==> src/sv/kdd_pkg.sv <==
// ----------------------------------------------------------------------------
// kdd_pkg
// Types and constants shared by the datapoint decoder modules.
// ----------------------------------------------------------------------------
`default_nettype none

package kdd_pkg;

    // Result kinds as carried on the output tuser field.
    typedef enum logic [2:0] {
        KIND_UNKNOWN = 3'd0,
        KIND_INT     = 3'd1,
        KIND_FIXED   = 3'd2,
        KIND_TEXT    = 3'd3,
        KIND_NAN     = 3'd4
    } kind_t;

    localparam int unsigned VALUE_W = 46;

    // Datapoint main type numbers.
    localparam logic [7:0] DPT_BOOL     = 8'd1;
    localparam logic [7:0] DPT_CTRL1    = 8'd2;
    localparam logic [7:0] DPT_CTRL3    = 8'd3;
    localparam logic [7:0] DPT_CHAR     = 8'd4;
    localparam logic [7:0] DPT_SCALING  = 8'd5;
    localparam logic [7:0] DPT_U16      = 8'd7;
    localparam logic [7:0] DPT_FLOAT16  = 8'd9;
    localparam logic [7:0] DPT_STRING   = 8'd16;

    // Payload lengths that each type requires.
    localparam logic [7:0] LEN_SMALL    = 8'd2;
    localparam logic [7:0] LEN_ONE_BYTE = 8'd3;
    localparam logic [7:0] LEN_TWO_BYTE = 8'd4;

    localparam logic [7:0] SMALL_MASK   = 8'h7f;
    localparam logic [7:0] NAN_HI       = 8'h7f;
    localparam logic [7:0] NAN_LO       = 8'hff;

    // Scaling type: q = floor(y / 510) computed as (y * PCT_RECIP) >> PCT_SHIFT,
    // exact for every 16-bit y.
    localparam int unsigned PCT_RECIP     = 65794;
    localparam int unsigned PCT_SHIFT     = 25;
    localparam int unsigned PCT_INT_STEP  = 25700;
    localparam int unsigned PCT_FRAC_MUL  = 200;
    localparam int unsigned PCT_FRAC_BIAS = 255;

    // Float type: floor(x / 25) as (x * F_RECIP) >> F_SHIFT, exact for x < 2^16.
    localparam int unsigned F_RECIP = 83887;
    localparam int unsigned F_SHIFT = 21;
    localparam int unsigned F_BIAS  = 12;

    typedef struct packed {
        kind_t                      kind;
        logic signed [VALUE_W-1:0]  value;
    } dec_res_t;

    // For p = 14 + e: c = floor(2^p / 25) and t = (2^p mod 25) * F_RECIP.
    typedef struct packed {
        logic [24:0] c;
        logic [20:0] t;
    } float_coef_t;

    function automatic float_coef_t float_coef(input logic [3:0] e);
        float_coef_t r;
        unique case (e)
            4'd0:  r = '{c: 25'd655,      t: 21'(9  * F_RECIP)};
            4'd1:  r = '{c: 25'd1310,     t: 21'(18 * F_RECIP)};
            4'd2:  r = '{c: 25'd2621,     t: 21'(11 * F_RECIP)};
            4'd3:  r = '{c: 25'd5242,     t: 21'(22 * F_RECIP)};
            4'd4:  r = '{c: 25'd10485,    t: 21'(19 * F_RECIP)};
            4'd5:  r = '{c: 25'd20971,    t: 21'(13 * F_RECIP)};
            4'd6:  r = '{c: 25'd41943,    t: 21'(1  * F_RECIP)};
            4'd7:  r = '{c: 25'd83886,    t: 21'(2  * F_RECIP)};
            4'd8:  r = '{c: 25'd167772,   t: 21'(4  * F_RECIP)};
            4'd9:  r = '{c: 25'd335544,   t: 21'(8  * F_RECIP)};
            4'd10: r = '{c: 25'd671088,   t: 21'(16 * F_RECIP)};
            4'd11: r = '{c: 25'd1342177,  t: 21'(7  * F_RECIP)};
            4'd12: r = '{c: 25'd2684354,  t: 21'(14 * F_RECIP)};
            4'd13: r = '{c: 25'd5368709,  t: 21'(3  * F_RECIP)};
            4'd14: r = '{c: 25'd10737418, t: 21'(6  * F_RECIP)};
            4'd15: r = '{c: 25'd21474836, t: 21'(12 * F_RECIP)};
        endcase
        return r;
    endfunction

endpackage

`default_nettype wire

==> src/sv/kdd_pct_scale.sv <==
// ----------------------------------------------------------------------------
// kdd_pct_scale
// Scales a one-byte value by 100/255 into Q16, rounding half upwards.
// ----------------------------------------------------------------------------
`default_nettype none

module kdd_pct_scale
    import kdd_pkg::*;
(
    input  wire logic [7:0]  byte_in,
    output logic [22:0]      q16
);

    // byte * 6553600 / 255 = byte * 25700 + byte * 100 / 255, so only the
    // small remainder term needs rounding: floor((200 * byte + 255) / 510).
    logic [15:0] frac_num;
    logic [32:0] frac_prod;
    logic [7:0]  frac_q;
    logic [22:0] int_part;

    assign frac_num  = 16'(byte_in) * 16'(PCT_FRAC_MUL) + 16'(PCT_FRAC_BIAS);
    assign frac_prod = 33'(frac_num) * 33'(PCT_RECIP);
    assign frac_q    = frac_prod[PCT_SHIFT +: 8];
    assign int_part  = 23'(byte_in) * 23'(PCT_INT_STEP);
    assign q16       = int_part + 23'(frac_q);

endmodule

`default_nettype wire

==> src/sv/kdd_float_conv.sv <==
// ----------------------------------------------------------------------------
// kdd_float_conv
// Converts a 2-byte bus float, 0.01 * M * 2^E, into a signed Q16 value.
// ----------------------------------------------------------------------------
`default_nettype none

module kdd_float_conv
    import kdd_pkg::*;
(
    input  wire logic [7:0]            hi,
    input  wire logic [7:0]            lo,
    output logic signed [VALUE_W-1:0]  q16
);

    // Result magnitude is round(|M| * 2^(16+E) / 100), which equals
    // floor((|M| * 2^p + 12) / 25) with p = 14 + E.  Splitting 2^p into
    // 25 * c + r leaves |M| * c plus a small quotient of (|M| * r + 12) / 25.
    logic        neg;
    logic [3:0]  expo;
    logic [10:0] mant;
    logic [11:0] mag;
    float_coef_t coef;
    logic [36:0] prod_c;
    logic [33:0] prod_t;
    logic [12:0] frac_q;
    logic [36:0] mag_q;

    assign neg  = hi[7];
    assign expo = hi[6:3];
    assign mant = {hi[2:0], lo};

    // A negative mantissa of zero stands for -2048.
    assign mag  = neg ? (12'd2048 - 12'(mant)) : 12'(mant);
    assign coef = float_coef(expo);

    assign prod_c = 37'(mag) * 37'(coef.c);
    assign prod_t = 34'(mag) * 34'(coef.t) + 34'(F_BIAS * F_RECIP);
    assign frac_q = prod_t[F_SHIFT +: 13];
    assign mag_q  = prod_c + 37'(frac_q);

    assign q16 = neg ? -$signed(VALUE_W'(mag_q)) : $signed(VALUE_W'(mag_q));

endmodule

`default_nettype wire

==> src/sv/kdd_decode.sv <==
// ----------------------------------------------------------------------------
// kdd_decode
// Selects the decoding rule for one telegram from the configured main type.
// ----------------------------------------------------------------------------
`default_nettype none

module kdd_decode
    import kdd_pkg::*;
(
    input  wire logic [7:0] dpt_major,
    input  wire logic [7:0] payload_len,
    input  wire logic [7:0] payload_byte1,
    input  wire logic [7:0] payload_byte2,
    input  wire logic [7:0] payload_byte3,
    output dec_res_t        res
);

    logic [22:0]               pct_q16;
    logic signed [VALUE_W-1:0] flt_q16;

    kdd_pct_scale u_pct (
        .byte_in (payload_byte2),
        .q16     (pct_q16)
    );

    kdd_float_conv u_flt (
        .hi  (payload_byte2),
        .lo  (payload_byte3),
        .q16 (flt_q16)
    );

    always_comb
    begin
        res.kind  = KIND_UNKNOWN;
        res.value = '0;
        unique case (dpt_major)
            DPT_BOOL, DPT_CTRL1, DPT_CTRL3:
            begin
                if (payload_len == LEN_SMALL)
                begin
                    res.kind  = KIND_INT;
                    res.value = VALUE_W'(payload_byte1 & SMALL_MASK);
                end
            end
            DPT_SCALING:
            begin
                if (payload_len == LEN_ONE_BYTE)
                begin
                    res.kind  = KIND_FIXED;
                    res.value = VALUE_W'(pct_q16);
                end
            end
            DPT_U16:
            begin
                if (payload_len == LEN_TWO_BYTE)
                begin
                    res.kind  = KIND_INT;
                    res.value = VALUE_W'({payload_byte2, payload_byte3});
                end
            end
            DPT_FLOAT16:
            begin
                if (payload_len == LEN_TWO_BYTE)
                begin
                    if (payload_byte2 == NAN_HI && payload_byte3 == NAN_LO)
                    begin
                        res.kind = KIND_NAN;
                    end
                    else
                    begin
                        res.kind  = KIND_FIXED;
                        res.value = flt_q16;
                    end
                end
            end
            DPT_CHAR, DPT_STRING:
            begin
                res.kind = KIND_TEXT;
            end
            default:
            begin
                res.kind  = KIND_UNKNOWN;
                res.value = '0;
            end
        endcase
    end

endmodule

`default_nettype wire

==> src/sv/knx_datapoint_decoder.sv <==
// ----------------------------------------------------------------------------
// knx_datapoint_decoder
// Decodes group telegram payloads according to a configured datapoint type.
//
// Input stream (s_t*): one telegram per transaction, tdata holds the payload
// length and payload bytes 1 to 3.  Output stream (m_t*): one result per
// telegram, tuser gives the kind and tdata the value.  The main type is
// written through cfg_we/cfg_wdata; the user must write it only while no
// telegram is in flight; the block itself does not enforce this.  A taken
// telegram enters the input register, is decoded and is captured in the
// result register, where m_tvalid rises, once that register can take it.
// The block takes one telegram every cycle while the receiver does not stall;
// its rate is set by the single decode stage, whose float path uses two
// parallel multipliers of at most 12 by 25 bits.  When the receiver stalls,
// the result register holds its transaction and the input register may
// still take one more telegram; s_tready then falls until the result moves
// on.  Reset empties both registers and sets the main type to zero, so every
// telegram decodes as unknown until it is written.
`default_nettype none

module knx_datapoint_decoder
    import kdd_pkg::*;
(
    input  wire logic        clk,
    input  wire logic        rst_n,

    input  wire logic        s_tvalid,
    output logic             s_tready,
    // [7:0] payload_len, [15:8] payload_byte1, [23:16] payload_byte2,
    // [31:24] payload_byte3
    input  wire logic [31:0] s_tdata,

    output logic             m_tvalid,
    input  wire logic        m_tready,
    // [45:0] value (two's complement), [47:46] zero
    output logic [47:0]      m_tdata,
    // [2:0] value_kind
    output logic [2:0]       m_tuser,

    input  wire logic        cfg_we,
    input  wire logic [7:0]  cfg_wdata
);

    logic [7:0]  dpt_major_reg;

    // Input register stage.
    logic        in_valid_reg;
    logic        in_valid_next;
    logic [31:0] in_data_reg;

    // Result register stage.
    logic        out_valid_reg;
    logic        out_valid_next;
    dec_res_t    out_res_reg;

    logic        out_load;
    logic        in_load;
    dec_res_t    dec_res;

    // The result register can take new data when it is empty or being read;
    // the input register can then always pass its content on.
    assign out_load = !out_valid_reg || m_tready;
    assign s_tready = !in_valid_reg || out_load;
    assign in_load  = s_tvalid && s_tready;

    assign in_valid_next  = s_tready ? s_tvalid : in_valid_reg;
    assign out_valid_next = out_load ? in_valid_reg : out_valid_reg;

    always_ff @(posedge clk or negedge rst_n)
    begin
        if (!rst_n)
        begin
            dpt_major_reg <= '0;
        end
        else if (cfg_we)
        begin
            dpt_major_reg <= cfg_wdata;
        end
    end

    always_ff @(posedge clk or negedge rst_n)
    begin
        if (!rst_n)
        begin
            in_valid_reg  <= 1'b0;
            out_valid_reg <= 1'b0;
        end
        else
        begin
            in_valid_reg  <= in_valid_next;
            out_valid_reg <= out_valid_next;
        end
    end

    always_ff @(posedge clk)
    begin
        if (in_load)
        begin
            in_data_reg <= s_tdata;
        end
    end

    kdd_decode u_decode (
        .dpt_major     (dpt_major_reg),
        .payload_len   (in_data_reg[7:0]),
        .payload_byte1 (in_data_reg[15:8]),
        .payload_byte2 (in_data_reg[23:16]),
        .payload_byte3 (in_data_reg[31:24]),
        .res           (dec_res)
    );

    always_ff @(posedge clk)
    begin
        if (out_load && in_valid_reg)
        begin
            out_res_reg <= dec_res;
        end
    end

    assign m_tvalid = out_valid_reg;
    assign m_tdata  = {2'b00, out_res_reg.value};
    assign m_tuser  = out_res_reg.kind;

endmodule

`default_nettype wire

==> config.mk <==
export PLATFORM = sky130hd
export DESIGN_NAME = knx_datapoint_decoder
export DESIGN_NICKNAME = d
export VERILOG_FILES = /design/src/sv/kdd_pkg.sv /design/src/sv/kdd_pct_scale.sv /design/src/sv/kdd_float_conv.sv /design/src/sv/kdd_decode.sv /design/src/sv/knx_datapoint_decoder.sv
export SDC_FILE = /design/constraint.sdc
export NUM_CORES = 2
export LEC_CHECK = 0
export BUFFER_PORTS_ARGS = -buffer_cell sky130_fd_sc_hd__buf_2
export CAP_MARGIN = 20
export CORE_ASPECT_RATIO = 0.9
export CORE_MARGIN = 2
export CORE_UTILIZATION = 50
export DETAILED_ROUTE_END_ITERATION = 16
export GPL_TIMING_DRIVEN = 0
export PLACE_DENSITY = 0.66
export SYNTH_ARGS = -nofsm -noshare
export SYNTH_HDL_FRONTEND = slang
export SYNTH_SLANG_ARGS = --single-unit
==> constraint.sdc <==
create_clock -name clk -period 24.8 [get_ports clk]
set_input_delay 1.24 -clock clk [delete_from_list [all_inputs] [get_ports clk]]
set_output_delay 1.24 -clock clk [all_outputs]
set_load 0.005 [all_outputs]
==> flow_summary.toml <==
[routing]
drc_errors = 0
via_per_inst = 5.55
wl_met2_um = 34500
dr.pass1.iters = 6
dr_total_vias = 20900
drtAntennaViolNets = 0
top_layer = "met4"
wire_per_inst_um = 21.0
drt_iter0_markers = 1777
wirelength_um = 78900
met1Wirelength_um = 34300
wl_met3_um = 7340

[layout]
largest_reg_flops = 46
area_growth_pct = 8.14
nFillCells = 4888
drive_above_1_share = 0.0568
nets = 3848

[clocking]
cts-resized-gates = 0
cts_max_level = 4
cts_setup_buffers = 0
cts_buffers = 17
clk_pin_slew_ns = 0.07
insertion_delay_ns = 0.43
clockBufferDepth = 2
cts-root-buf = "clkbuf_16"
clkSinkCount = 127
cts_tree = "done"
cts_hold_buf = 0

[grt]
grt_pass1_wl_um = 124000
overflow = 0
grt_pass1_vias = 22100
antenna_found_initial = 2
grt_max_degree = 33
grt_usage = 0.298

[worst_setup_path]
critPathKind = "flop to flop"
critPathRequiredTime_ns = 24.95
crit_arrival_ns = 15.89
cp-start-kind = "flop"
max_stage_delay_ns = 0.84
rr_endpoint = "m_tdata[42]"
cp_max_fo = 10
worstReg2RegStart = "in_data_reg[23]"
rr_worst_depth = 45
crit_slowest_cell = "clkbuf_1"
end_kind = "flop"
cp_common_cell = "fa_1"
r2r_slack_ns = 9.06

[yosys]
syn_area_um2 = 26500
synthCells = 2921
synth_top_area_frac = 0.335
synth.yosys.warnings = 0
synth_area_leaders = "fa_1 33%, ha_1 15%, edfxtp_1 9.1%"
synth_edf_count = 80
seq_area_frac_synth = 0.128
synthArstFlopShare = 0.0787
syn_avg_cell_area_um2 = 9.07
yosysUniqueCellTypes = 85
yosys.area.top_type = "fa_1"
synthFlopType = "edfxtp_1"
ys_ff_latch = 127

[floorplanning]
initial_core_util = 0.503
ios = 98
num_rows = 80
core_area_um2 = 52700
dieArea_um2 = 54900
die_h_um = 222
fp.dieW_um = 247

[timing]
finalHoldViolations = 0
setup_tns_ns = 0
setup_viol_count_final = 0
period_minus_slack_ns = 15.74
fin_skew_ns = 0.0167
fmax_ghz = 0.0635
slew-limit-headroom = 0.235
rsz0062_at_grt = "no"
tightest_slew_ns = 1.15
period_share = 0.635
finalMaxSlewViolations = 0

[hold_path]
hold_class = "flop to flop"
min_to = "m_tvalid"
hold_depth = 1
hold_start = "in_valid_reg"

[placed_design]
hpwl_um = 66500
gp_congestion = 0.946
portBuffers = 93

[status]
run_status = "finished, final reports clean"

[run]
drv_cap = 0
worst max-delay path: cells and delay by family, from the launching register on:
| kind | cells | cell delay (ns) |
|---|---|---|
| and+or+nand+nor | 4 | 1.34 |
| buffers and inverters | 11 | 2.59 |
| adders and majority gates | 11 | 5.15 |
| DFF | 1 | 0.51 |
| xor gates and xnor gates | 2 | 0.95 |
| AOI/OAI and AO/OA | 17 | 4.90 |
cell usage after synthesis, drive strengths merged, types with 12 or more instances:
library cell	instances
xnor2	74
or3	12
ha	312
nand2b	18
nand2	390
nand4	12
clkbuf	108
o21ai	73
o31ai	15
fa	443
inv	584
and3	17
nor2	101
o221ai	12
xor2	50
and2	176
a21oi	90
o21a	15
nor3	33
nand3	28
edfxtp	80
dfxtp	37
a21o	45
metal layers:
layer | vias up | GRT usage
met5 | - | 0
met4 | 0 | 0.0939
met3 | 150 | 0.0710
met2 | 825 | 0.453
met1 | 10400 | 0.422
li1 | 9486 | -
cell type report:
class | count | area, um^2 | area share
diodes | 1 | 2.50 | 0.0000873
plain buffers | 113 | 447 | 0.0156
well taps | 697 | 872 | 0.0304
clock buffers | 19 | 475 | 0.0166
multi-input cells | 2097 | 20500 | 0.716
flip-flops and latches | 127 | 3390 | 0.118
clock inverters | 13 | 133 | 0.00463
repair buffers | 107 | 632 | 0.0220
inverters | 585 | 2200 | 0.0766
through the flow:
step | worst slack, ns | instances | area (um^2) | hold slack [ns] | util
6_report | 9.06 | 3759 | 28700 | 0.478 | 0.544
5_1_grt | 8.22 | 3758 | 28700 | 0.517 | 0.544
4_1_cts | 9.13 | 3758 | 28700 | 0.483 | 0.544
3_5_place_dp | 9.19 | 3726 | 28000 | 0.466 | 0.533
3_3_place_gp | 7.13 | 3712 | 27800 | 0.458 | 0.529
2_1_floorplan | 12.28 | 2922 | 26500 | 0.449 | -
cell families (layout without fill, tap and decap cells):
group           Yosys count  count (layout)  share of synthesized area
compound gates          362             362                     0.0912
xor+xnor                125             125                     0.0418
fa+ha+maj               755             755                      0.482
buf+inv                 698             837                     0.0997
flops                   127             127                      0.128
mux                      15              15                    0.00618
other cells               1               3                   0.000142
simple gates            838             838                      0.151
worst max-delay path by stage:
stage | depth (start not counted) | start | slack [ns] | endpoint
after floorplan | 47 | in_data_reg[26] | 12.28 | m_tdata[36]
after global placement | 42 | in_data_reg[26] | 7.13 | m_tdata[42]
after detailed placement | 45 | in_data_reg[23] | 9.19 | m_tdata[38]
after CTS | 45 | in_data_reg[23] | 9.13 | m_tdata[42]
after global routing | 47 | in_data_reg[23] | 8.22 | m_tdata[41]
final | 45 | in_data_reg[23] | 9.06 | m_tdata[42]
cells in the final DEF, fill, tap and decap left out, drive strengths merged, types with 74 or more instances in the layout:
cell    instances
inv           593
fa            443
nand2         390
ha            312
and2          176
clkbuf        127
buf           111
nor2          101
a21oi          90
edfxtp         80
xnor2          74
Power is left out: the tool's default activity adds up to more than one toggle a clock period on the data nets, which glitch-free logic cannot reach.
